<file path="config.mk">
export PLATFORM = sky130hd
export DESIGN_NAME = per_source_rate_limit_table_top
export DESIGN_NICKNAME = d
export VERILOG_FILES = /design/src/hw/rtl/psrlt_pkg.sv /design/src/hw/rtl/psrlt_mem.sv /design/src/hw/rtl/psrlt_engine.sv /design/src/hw/rtl/per_source_rate_limit_table_top.sv
export SDC_FILE = /design/constraint.sdc
export NUM_CORES = 2
export LEC_CHECK = 0
export BUFFER_PORTS_ARGS = -buffer_cell sky130_fd_sc_hd__buf_4
export CAP_MARGIN = 10
export CORE_MARGIN = 3
export CORE_UTILIZATION = 62
export CTS_CLUSTER_SIZE = 8
export DETAILED_ROUTE_END_ITERATION = 8
export PLACE_DENSITY = 0.83
export SYNTH_ARGS = -nofsm -noshare
export SYNTH_HDL_FRONTEND = slang
export SYNTH_SLANG_ARGS = --single-unit
</file>
<file path="constraint.sdc">
create_clock -name clk -period 14.4 [get_ports clk]
set_clock_uncertainty 0.15 [all_clocks]
set_input_delay 0.72 -clock clk [delete_from_list [all_inputs] [get_ports clk]]
set_output_delay 0.72 -clock clk [all_outputs]
set_load 0.01 [all_outputs]
</file>
<file path="src/hw/rtl/psrlt_pkg.sv">
package psrlt_pkg;

    localparam int TABLE_SIZE_DEF = 8;

    localparam int ADDR_W  = 64;
    localparam int STAMP_W = 32;
    localparam int CFG_W   = 32;

    // stream payload widths, padded to whole bytes
    localparam int IN_TDATA_W  = 160;
    localparam int OUT_TDATA_W = 8;

    localparam logic [CFG_W-1:0] MIN_INTERVAL_RST  = 32'd1280;
    localparam logic [CFG_W-1:0] ENTRY_TIMEOUT_RST = 32'd7680;

    typedef enum logic
    {
        CFG_MIN_INTERVAL  = 1'b0,
        CFG_ENTRY_TIMEOUT = 1'b1
    } cfg_index_t;

    typedef enum logic
    {
        KIND_CHECK = 1'b0,
        KIND_SWEEP = 1'b1
    } kind_t;

    typedef enum logic [2:0]
    {
        OUT_KNOWN_ALLOWED = 3'd0,
        OUT_KNOWN_DROPPED = 3'd1,
        OUT_INSERTED      = 3'd2,
        OUT_REPLACED      = 3'd3,
        OUT_NOT_STORED    = 3'd4
    } outcome_t;

    typedef struct packed
    {
        logic     allow;
        outcome_t outcome;
    } res_t;

    typedef enum logic [3:0]
    {
        ST_IDLE,
        ST_RD,
        ST_EVAL,
        ST_FIN,
        ST_RES,
        ST_SW_RD,
        ST_SW_EVAL,
        ST_CMP_RD,
        ST_CMP_EVAL
    } state_t;

endpackage

</file>
<file path="src/hw/rtl/psrlt_mem.sv">
module psrlt_mem #(
    parameter int DEPTH  = 8,
    parameter int DATA_W = 163
) (
    input  logic                                  clk,
    input  logic                                  we,
    input  logic [(DEPTH > 1 ? $clog2(DEPTH) : 1)-1:0] waddr,
    input  logic [DATA_W-1:0]                     wdata,
    input  logic                                  re,
    input  logic [(DEPTH > 1 ? $clog2(DEPTH) : 1)-1:0] raddr,
    output logic [DATA_W-1:0]                     rdata
);

    logic [DATA_W-1:0] mem [DEPTH];

    always_ff @(posedge clk)
    begin
        if (we)
        begin
            mem[waddr] <= wdata;
        end
    end

    always_ff @(posedge clk)
    begin
        if (re)
        begin
            rdata <= mem[raddr];
        end
    end

endmodule

</file>
<file path="src/hw/rtl/psrlt_engine.sv">
module psrlt_engine #(
    parameter int TABLE_SIZE = psrlt_pkg::TABLE_SIZE_DEF
) (
    input  logic                          clk,
    input  logic                          rst_n,
    input  logic                          start,
    input  psrlt_pkg::kind_t              kind,
    input  logic [psrlt_pkg::ADDR_W-1:0]  addr_high,
    input  logic [psrlt_pkg::ADDR_W-1:0]  addr_low,
    input  logic [psrlt_pkg::STAMP_W-1:0] now_ticks,
    input  logic [psrlt_pkg::CFG_W-1:0]   min_interval,
    input  logic [psrlt_pkg::CFG_W-1:0]   entry_timeout,
    output logic                          idle,
    output logic                          res_valid,
    output psrlt_pkg::res_t               res,
    input  logic                          res_taken
);

    import psrlt_pkg::*;

    localparam int IDX_W  = (TABLE_SIZE > 1) ? $clog2(TABLE_SIZE) : 1;
    localparam int CNT_W  = $clog2(TABLE_SIZE + 1);
    localparam int WORD_W = 2 * ADDR_W + STAMP_W + IDX_W;
    localparam logic [IDX_W-1:0] LAST_IDX = IDX_W'(TABLE_SIZE - 1);

    // number of freed entries that were older than the given rank
    function automatic logic [IDX_W-1:0] older_freed(
        input logic [TABLE_SIZE-1:0] mask,
        input logic [IDX_W-1:0]      rank
    );
        logic [IDX_W-1:0] n;
        n = '0;
        for (int j = 0; j < TABLE_SIZE; j++)
        begin
            if (mask[j] && (j < int'(rank)))
            begin
                n = n + IDX_W'(1);
            end
        end
        return n;
    endfunction

    state_t                 state_reg, state_next;
    logic [IDX_W-1:0]       idx_reg, idx_next;
    logic [TABLE_SIZE-1:0]  valid_reg, valid_next;
    logic [CNT_W-1:0]       count_reg, count_next;
    logic [TABLE_SIZE-1:0]  freed_reg, freed_next;
    logic                   match_found_reg, match_found_next;
    logic                   free_found_reg, free_found_next;
    logic                   cand_found_reg, cand_found_next;

    // item and walk payload
    kind_t                  kind_reg;
    logic [ADDR_W-1:0]      hi_reg, lo_reg;
    logic [STAMP_W-1:0]     now_reg;
    logic [IDX_W-1:0]       match_idx_reg, match_idx_next;
    logic [STAMP_W-1:0]     match_stamp_reg, match_stamp_next;
    logic [IDX_W-1:0]       match_rank_reg, match_rank_next;
    logic [IDX_W-1:0]       free_idx_reg, free_idx_next;
    logic [IDX_W-1:0]       cand_idx_reg, cand_idx_next;
    logic [STAMP_W-1:0]     cand_stamp_reg, cand_stamp_next;
    logic [IDX_W-1:0]       cand_rank_reg, cand_rank_next;
    res_t                   res_reg, res_next;

    logic                   mem_we, mem_re;
    logic [IDX_W-1:0]       mem_waddr;
    logic [WORD_W-1:0]      mem_wdata, mem_rdata;

    logic [IDX_W-1:0]       r_rank;
    logic [STAMP_W-1:0]     r_stamp;
    logic [ADDR_W-1:0]      r_lo, r_hi;
    logic                   r_valid;
    logic                   last;

    assign r_rank  = mem_rdata[IDX_W-1:0];
    assign r_stamp = mem_rdata[IDX_W +: STAMP_W];
    assign r_lo    = mem_rdata[IDX_W + STAMP_W +: ADDR_W];
    assign r_hi    = mem_rdata[IDX_W + STAMP_W + ADDR_W +: ADDR_W];
    assign r_valid = valid_reg[idx_reg];
    assign last    = (idx_reg == LAST_IDX);

    psrlt_mem #(
        .DEPTH  (TABLE_SIZE),
        .DATA_W (WORD_W)
    ) u_mem (
        .clk   (clk),
        .we    (mem_we),
        .waddr (mem_waddr),
        .wdata (mem_wdata),
        .re    (mem_re),
        .raddr (idx_reg),
        .rdata (mem_rdata)
    );

    always_comb
    begin
        state_next       = state_reg;
        idx_next         = idx_reg;
        valid_next       = valid_reg;
        count_next       = count_reg;
        freed_next       = freed_reg;
        match_found_next = match_found_reg;
        free_found_next  = free_found_reg;
        cand_found_next  = cand_found_reg;
        match_idx_next   = match_idx_reg;
        match_stamp_next = match_stamp_reg;
        match_rank_next  = match_rank_reg;
        free_idx_next    = free_idx_reg;
        cand_idx_next    = cand_idx_reg;
        cand_stamp_next  = cand_stamp_reg;
        cand_rank_next   = cand_rank_reg;
        res_next         = res_reg;
        mem_we           = 1'b0;
        mem_re           = 1'b0;
        mem_waddr        = idx_reg;
        mem_wdata        = mem_rdata;
        res_valid        = 1'b0;

        unique case (state_reg)
            ST_IDLE:
            begin
                if (start)
                begin
                    idx_next         = '0;
                    freed_next       = '0;
                    match_found_next = 1'b0;
                    free_found_next  = 1'b0;
                    cand_found_next  = 1'b0;
                    state_next       = (kind == KIND_SWEEP) ? ST_SW_RD : ST_RD;
                end
            end

            ST_RD:
            begin
                mem_re     = 1'b1;
                state_next = ST_EVAL;
            end

            ST_EVAL:
            begin
                if (r_valid && !match_found_reg && r_hi == hi_reg && r_lo == lo_reg)
                begin
                    match_found_next = 1'b1;
                    match_idx_next   = idx_reg;
                    match_stamp_next = r_stamp;
                    match_rank_next  = r_rank;
                end
                if (!r_valid && !free_found_reg)
                begin
                    free_found_next = 1'b1;
                    free_idx_next   = idx_reg;
                end
                // oldest stamp below now; ties go to the lower rank
                if (r_valid && r_stamp < now_reg &&
                    (!cand_found_reg || r_stamp < cand_stamp_reg ||
                     (r_stamp == cand_stamp_reg && r_rank < cand_rank_reg)))
                begin
                    cand_found_next = 1'b1;
                    cand_idx_next   = idx_reg;
                    cand_stamp_next = r_stamp;
                    cand_rank_next  = r_rank;
                end
                if (last)
                begin
                    state_next = ST_FIN;
                end
                else
                begin
                    idx_next   = idx_reg + IDX_W'(1);
                    state_next = ST_RD;
                end
            end

            ST_FIN:
            begin
                state_next = ST_RES;
                if (match_found_reg)
                begin
                    if ((now_reg - match_stamp_reg) < min_interval)
                    begin
                        res_next = '{allow: 1'b0, outcome: OUT_KNOWN_DROPPED};
                    end
                    else
                    begin
                        mem_we    = 1'b1;
                        mem_waddr = match_idx_reg;
                        mem_wdata = {hi_reg, lo_reg, now_reg, match_rank_reg};
                        res_next  = '{allow: 1'b1, outcome: OUT_KNOWN_ALLOWED};
                    end
                end
                else if (free_found_reg)
                begin
                    mem_we                   = 1'b1;
                    mem_waddr                = free_idx_reg;
                    mem_wdata                = {hi_reg, lo_reg, now_reg, count_reg[IDX_W-1:0]};
                    valid_next[free_idx_reg] = 1'b1;
                    count_next               = count_reg + CNT_W'(1);
                    res_next                 = '{allow: 1'b1, outcome: OUT_INSERTED};
                end
                else if (cand_found_reg)
                begin
                    mem_we    = 1'b1;
                    mem_waddr = cand_idx_reg;
                    mem_wdata = {hi_reg, lo_reg, now_reg, cand_rank_reg};
                    res_next  = '{allow: 1'b1, outcome: OUT_REPLACED};
                end
                else
                begin
                    res_next = '{allow: 1'b1, outcome: OUT_NOT_STORED};
                end
            end

            ST_RES:
            begin
                res_valid = 1'b1;
                if (res_taken)
                begin
                    state_next = ST_IDLE;
                end
            end

            ST_SW_RD:
            begin
                mem_re     = 1'b1;
                state_next = ST_SW_EVAL;
            end

            ST_SW_EVAL:
            begin
                if (r_valid && (now_reg - r_stamp) > entry_timeout)
                begin
                    valid_next[idx_reg] = 1'b0;
                    freed_next[r_rank]  = 1'b1;
                    count_next          = count_reg - CNT_W'(1);
                end
                if (last)
                begin
                    idx_next   = '0;
                    state_next = ST_CMP_RD;
                end
                else
                begin
                    idx_next   = idx_reg + IDX_W'(1);
                    state_next = ST_SW_RD;
                end
            end

            ST_CMP_RD:
            begin
                mem_re     = 1'b1;
                state_next = ST_CMP_EVAL;
            end

            ST_CMP_EVAL:
            begin
                // close the rank gaps left by freed entries
                if (r_valid)
                begin
                    mem_we    = 1'b1;
                    mem_wdata = {r_hi, r_lo, r_stamp,
                                 r_rank - older_freed(freed_reg, r_rank)};
                end
                if (last)
                begin
                    state_next = ST_IDLE;
                end
                else
                begin
                    idx_next   = idx_reg + IDX_W'(1);
                    state_next = ST_CMP_RD;
                end
            end

            default:
            begin
                state_next = ST_IDLE;
            end
        endcase
    end

    always_ff @(posedge clk or negedge rst_n)
    begin
        if (!rst_n)
        begin
            state_reg       <= ST_IDLE;
            idx_reg         <= '0;
            valid_reg       <= '0;
            count_reg       <= '0;
            freed_reg       <= '0;
            match_found_reg <= 1'b0;
            free_found_reg  <= 1'b0;
            cand_found_reg  <= 1'b0;
        end
        else
        begin
            state_reg       <= state_next;
            idx_reg         <= idx_next;
            valid_reg       <= valid_next;
            count_reg       <= count_next;
            freed_reg       <= freed_next;
            match_found_reg <= match_found_next;
            free_found_reg  <= free_found_next;
            cand_found_reg  <= cand_found_next;
        end
    end

    always_ff @(posedge clk)
    begin
        if (state_reg == ST_IDLE && start)
        begin
            kind_reg <= kind;
            hi_reg   <= addr_high;
            lo_reg   <= addr_low;
            now_reg  <= now_ticks;
        end
        match_idx_reg   <= match_idx_next;
        match_stamp_reg <= match_stamp_next;
        match_rank_reg  <= match_rank_next;
        free_idx_reg    <= free_idx_next;
        cand_idx_reg    <= cand_idx_next;
        cand_stamp_reg  <= cand_stamp_next;
        cand_rank_reg   <= cand_rank_next;
        res_reg         <= res_next;
    end

    assign idle = (state_reg == ST_IDLE);
    assign res  = res_reg;

    // fill count tracks the valid bits
    a_count_matches_valid: assert property (
        @(posedge clk) disable iff (!rst_n)
        count_reg == CNT_W'($countones(valid_reg))
    ) else $error("fill count out of step with valid bits");

    // table writes only happen at the commit of a check or during rank compaction
    a_write_phase: assert property (
        @(posedge clk) disable iff (!rst_n)
        mem_we |-> (state_reg == ST_FIN || state_reg == ST_CMP_EVAL)
    ) else $error("table write outside commit or compaction");

    // sweep items never reach the result stage
    a_sweep_no_result: assert property (
        @(posedge clk) disable iff (!rst_n)
        (state_reg == ST_RES) |-> (kind_reg == KIND_CHECK)
    ) else $error("sweep produced a result");

    // an insert grows the table by exactly one
    a_insert_grows: assert property (
        @(posedge clk) disable iff (!rst_n)
        (state_reg == ST_FIN && !match_found_reg && free_found_reg)
        |=> count_reg == $past(count_reg) + CNT_W'(1)
    ) else $error("insert did not grow the fill count");

endmodule

</file>
<file path="src/hw/rtl/per_source_rate_limit_table_top.sv">
// Check beat: m_axis_tvalid rises once the engine has read and evaluated each table entry
// on the single table read port, committed, and loaded its result stage into the output
// register. The next beat is accepted once the engine is idle again: after a check, its
// result taken; after a sweep, the expire walk plus the rank compaction walk.
// A result held in the full output register stalls the next check in its result stage.
// Reset (rst_n, async, active low) empties the table at once and loads the defaults.
module per_source_rate_limit_table_top #(
    parameter int TABLE_SIZE = psrlt_pkg::TABLE_SIZE_DEF
) (
    input  logic                              clk,
    input  logic                              rst_n,
    // input stream
    input  logic                              s_axis_tvalid,
    output logic                              s_axis_tready,
    input  logic [psrlt_pkg::IN_TDATA_W-1:0]  s_axis_tdata,   // addr_high, addr_low, now_ticks
    input  logic [0:0]                        s_axis_tuser,   // kind
    // result stream
    output logic                              m_axis_tvalid,
    input  logic                              m_axis_tready,
    output logic [psrlt_pkg::OUT_TDATA_W-1:0] m_axis_tdata,   // allow, outcome, zero pad
    // configuration writes
    input  logic                              cfg_we,
    input  logic [0:0]                        cfg_index,
    input  logic [psrlt_pkg::CFG_W-1:0]       cfg_data
);

    import psrlt_pkg::*;

    logic [CFG_W-1:0]       min_interval_reg;
    logic [CFG_W-1:0]       entry_timeout_reg;

    logic                   eng_idle;
    logic                   eng_res_valid;
    res_t                   eng_res;
    logic                   res_load;

    logic                   m_valid_reg, m_valid_next;
    logic [OUT_TDATA_W-1:0] m_data_reg;

    // Config registers; the user must write them only while the block is quiet; the block does not enforce this.
    always_ff @(posedge clk or negedge rst_n)
    begin
        if (!rst_n)
        begin
            min_interval_reg  <= MIN_INTERVAL_RST;
            entry_timeout_reg <= ENTRY_TIMEOUT_RST;
        end
        else if (cfg_we)
        begin
            unique case (cfg_index_t'(cfg_index))
                CFG_MIN_INTERVAL:  min_interval_reg  <= cfg_data;
                CFG_ENTRY_TIMEOUT: entry_timeout_reg <= cfg_data;
                default:           ;
            endcase
        end
    end

    // The engine walks the table for one beat at a time.
    assign s_axis_tready = eng_idle;

    psrlt_engine #(
        .TABLE_SIZE (TABLE_SIZE)
    ) u_engine (
        .clk           (clk),
        .rst_n         (rst_n),
        .start         (s_axis_tvalid && s_axis_tready),
        .kind          (kind_t'(s_axis_tuser[0])),
        .addr_high     (s_axis_tdata[ADDR_W-1:0]),
        .addr_low      (s_axis_tdata[2*ADDR_W-1:ADDR_W]),
        .now_ticks     (s_axis_tdata[2*ADDR_W +: STAMP_W]),
        .min_interval  (min_interval_reg),
        .entry_timeout (entry_timeout_reg),
        .idle          (eng_idle),
        .res_valid     (eng_res_valid),
        .res           (eng_res),
        .res_taken     (res_load)
    );

    // Output register: frees the engine while a result waits downstream.
    assign res_load = eng_res_valid && (!m_valid_reg || m_axis_tready);

    always_comb
    begin
        m_valid_next = m_valid_reg;
        if (res_load)
        begin
            m_valid_next = 1'b1;
        end
        else if (m_axis_tready)
        begin
            m_valid_next = 1'b0;
        end
    end

    always_ff @(posedge clk or negedge rst_n)
    begin
        if (!rst_n)
        begin
            m_valid_reg <= 1'b0;
        end
        else
        begin
            m_valid_reg <= m_valid_next;
        end
    end

    always_ff @(posedge clk)
    begin
        if (res_load)
        begin
            m_data_reg <= {(OUT_TDATA_W - 4)'(0), eng_res.outcome, eng_res.allow};
        end
    end

    assign m_axis_tvalid = m_valid_reg;
    assign m_axis_tdata  = m_data_reg;

endmodule

</file>
==> metrics.txt <==
status=finished clean; die width=346 µm; most frequent cell after synthesis=edfxtp_1; Final Slew Violations=0; cell taking the most area after synthesis=edfxtp_1; Hold/Removal Path Class=in2reg; Async S/R FF share, synth=5.15%; post-layout net count=5340; Port Buffer Count=204; Fillers=6145; initial DRC count=6987; GRT Overall Usage=32.5%; dominant synthesized flop cell=edfxtp_1; # DRC=0; Top reg by flops=u_engine.u_mem.mem; Seq/Total Area, Yosys=75.0%; core area=115000 µm²; share of the synthesized area in the top cell type=71.8%; num rows=124; Clock Path Buffers=4; CP endpoint kind=flop; global-route wire length before repair=290 mm; drt first pass iters=8; DR WL/cell=30.2 µm; R2R setup slack=5270 ps; GRT Residual Overflow=0; max_slew headroom=5.98%; Worst-path clk slew=50 ps; hold_ws=162 ps; CTS tree=built; die height=346 µm; RSZ-0062 raised after global routing=false; initial antenna violation count=6; GP Congestion=0.909; utilization after layout=73.5%; Detail Route Antenna Nets=0; Setup violations, final=0; period utilization=63.4%; Required @ worst endpoint=14710 ps; clock sink count=1807; Largest regs=u_engine.u_mem.mem x1304, u_engine.u_mem.rdata x163; crit path time final=9130 ps; Final Hold Vio Count=0; setup bufs post-CTS=0; worst vdd ir=0.326 mV; Post-Route WL=197 mm; Power, Total=16700 µW; Yosys Warn Count=0; reg2reg start=u_engine.now_reg[0]; initial cell density of the core=62.6%; number of global-route vias before repair=47100; maximum fanout along the worst path=60; CTS HTree Levels=5; Detail Placement HPWL=101 mm; worst-margin pin slew=1400 ps; Post-Syn Area=71700 µm²; CTS buffer count=276; Largest register FFs=1304; Leak=0.0291 µW; Top Ports=209; area delta synth->final=17.3%; register bit total from synthesis=1807; top post-synthesis cells by area=edfxtp_1 (72%), a22oi_1 (6.9%), dfrtp_1 (3.0%), ha_1 (2.9%), nand4_1 (1.7%); Clk Latency, worst-skew pair=900 ps; CP arrival=9430 ps; R2R cell count=23; gate count of the mapped netlist=4445; Setup crit start=u_engine.now_reg[0]; Setup TNS=0 ps; Yosys cell types=75; largest net degree at the start of global routing=165; CTS Root Cell=clkbuf_16; synth cell count leaders=edfxtp_1 (1714), a22oi_1 (656), inv_1 (240); critical path type=reg2reg; Die Area=120000 µm²; via count=45500; CP endpoint=u_engine.u_mem.mem[3][111]; EDFF count, synth=1714; Max Cap Viol=0; share of cells above drive strength 1=13.3%; Avg Inst Size Synth=16.1 µm²; reg2reg end=u_engine.u_mem.mem[3][111]; pwr/cell area=199 nW/µm²; Setup crit start kind=flop; Fmax=110 MHz; vias per cell=6.98
-- cell type report --
class / instances / area, µm² / area share, %
sequential: 1807 / 53800 / 63.9
multi-input combinational: 2193 / 16300 / 19.4
clock buffer: 303 / 7150 / 8.49
timing repair buffer: 449 / 3960 / 4.70
tap: 1512 / 1890 / 2.25
inverter: 241 / 912 / 1.08
clock inverter: 7 / 100 / 0.119
antenna: 1 / 2.50 / 0.00297
-- layer usage --
layer | wire (µm) | track usage [%]
met4 | 11800 | 20.0
met3 | 24000 | 7.27
met1 | 66900 | 40.9
met5 | 13 | 0
met2 | 93800 | 52.0
-- where the power goes --
group,switching (µW),internal [µW]
Sequential,410,6900
Combinational,2590,1240
Clock,2130,3460
Total,5130,11600
-- critical path, cell delays in order (launching register included) --
cell,delay (ps)
edfxtp_1,390
inv_1,110
ha_1,170
inv_1,50
fa_1,390
a21oi_1,210
nor2_1,100
o21a_1,250
a311o_1,370
o31a_1,400
o211a_1,310
a21o_1,190
a21oi_1,190
xnor2_1,90
ha_1,310
nand4_1,160
nor4_2,380
nand3_1,180
a211oi_2,590
o311a_4,630
o22ai_1,520
nor2_4,940
buf_4,810
buf_4,740
-- per-stage QoR --
stage                     cells  setup WS (ps)  instance area [µm²]
after floorplan            4448           1900                71700
after global placement     6006           5690                75000
after detailed placement   6006           5490                75000
after CTS                  6510           5390                84100
after global routing       6513           4730                84200
final                      6513           5270                84200
-- cells by family after synthesis --
kind of cell	share of synthesized area [%]
buffers and inverters	2.42
xor gates and xnor gates	1.67
muxes	2.28
DFF	75.0
adders and majority gates	3.06
and+or+nand+nor	4.49
other	0.00523
AOI/OAI and AO/OA	11.0
-- placed cells by master, fill, tap and decap left out, types with 17 or more instances in the layout --
master and count:
nor2b_1 29, nand2_1 160, nor2_1 64, dlygate4sd3_1 194, clkbuf_1 20, nand3_1 25, mux2_1 58, o21ai_0 145
dfrtp_1 87, inv_1 239, mux2_2 81, clkbuf_16 282, a21oi_1 95, nor3_1 17, xnor2_1 74, o22ai_1 24
nor4_1 22, edfxtp_1 1714, o21a_1 19, ha_1 169, a22oi_1 656, buf_4 245, xor2_1 63, nand4_1 200
nand2b_1 27, a21o_1 52
-- worst min-delay path by stage --
stage,to,depth (start not counted),slack [ps],start
floorplan,m_axis_tdata[0],0,250,u_engine.res[3]
global placement,m_axis_tdata[0],0,260,u_engine.res[3]
detailed placement,m_axis_tdata[0],0,260,u_engine.res[3]
CTS,entry_timeout_reg[1],2,130,rst_n
global route,u_engine.cand_found_reg,4,160,s_axis_tvalid
finish,u_engine.cand_found_reg,4,160,s_axis_tvalid
-- what timing repair did --
action                                 4_1_cts  5_1_grt
resized for setup                            0        0
hold buffers                               194        0
endpoints found under the hold margin      250        0
Power figures use the tool's default switching activity.
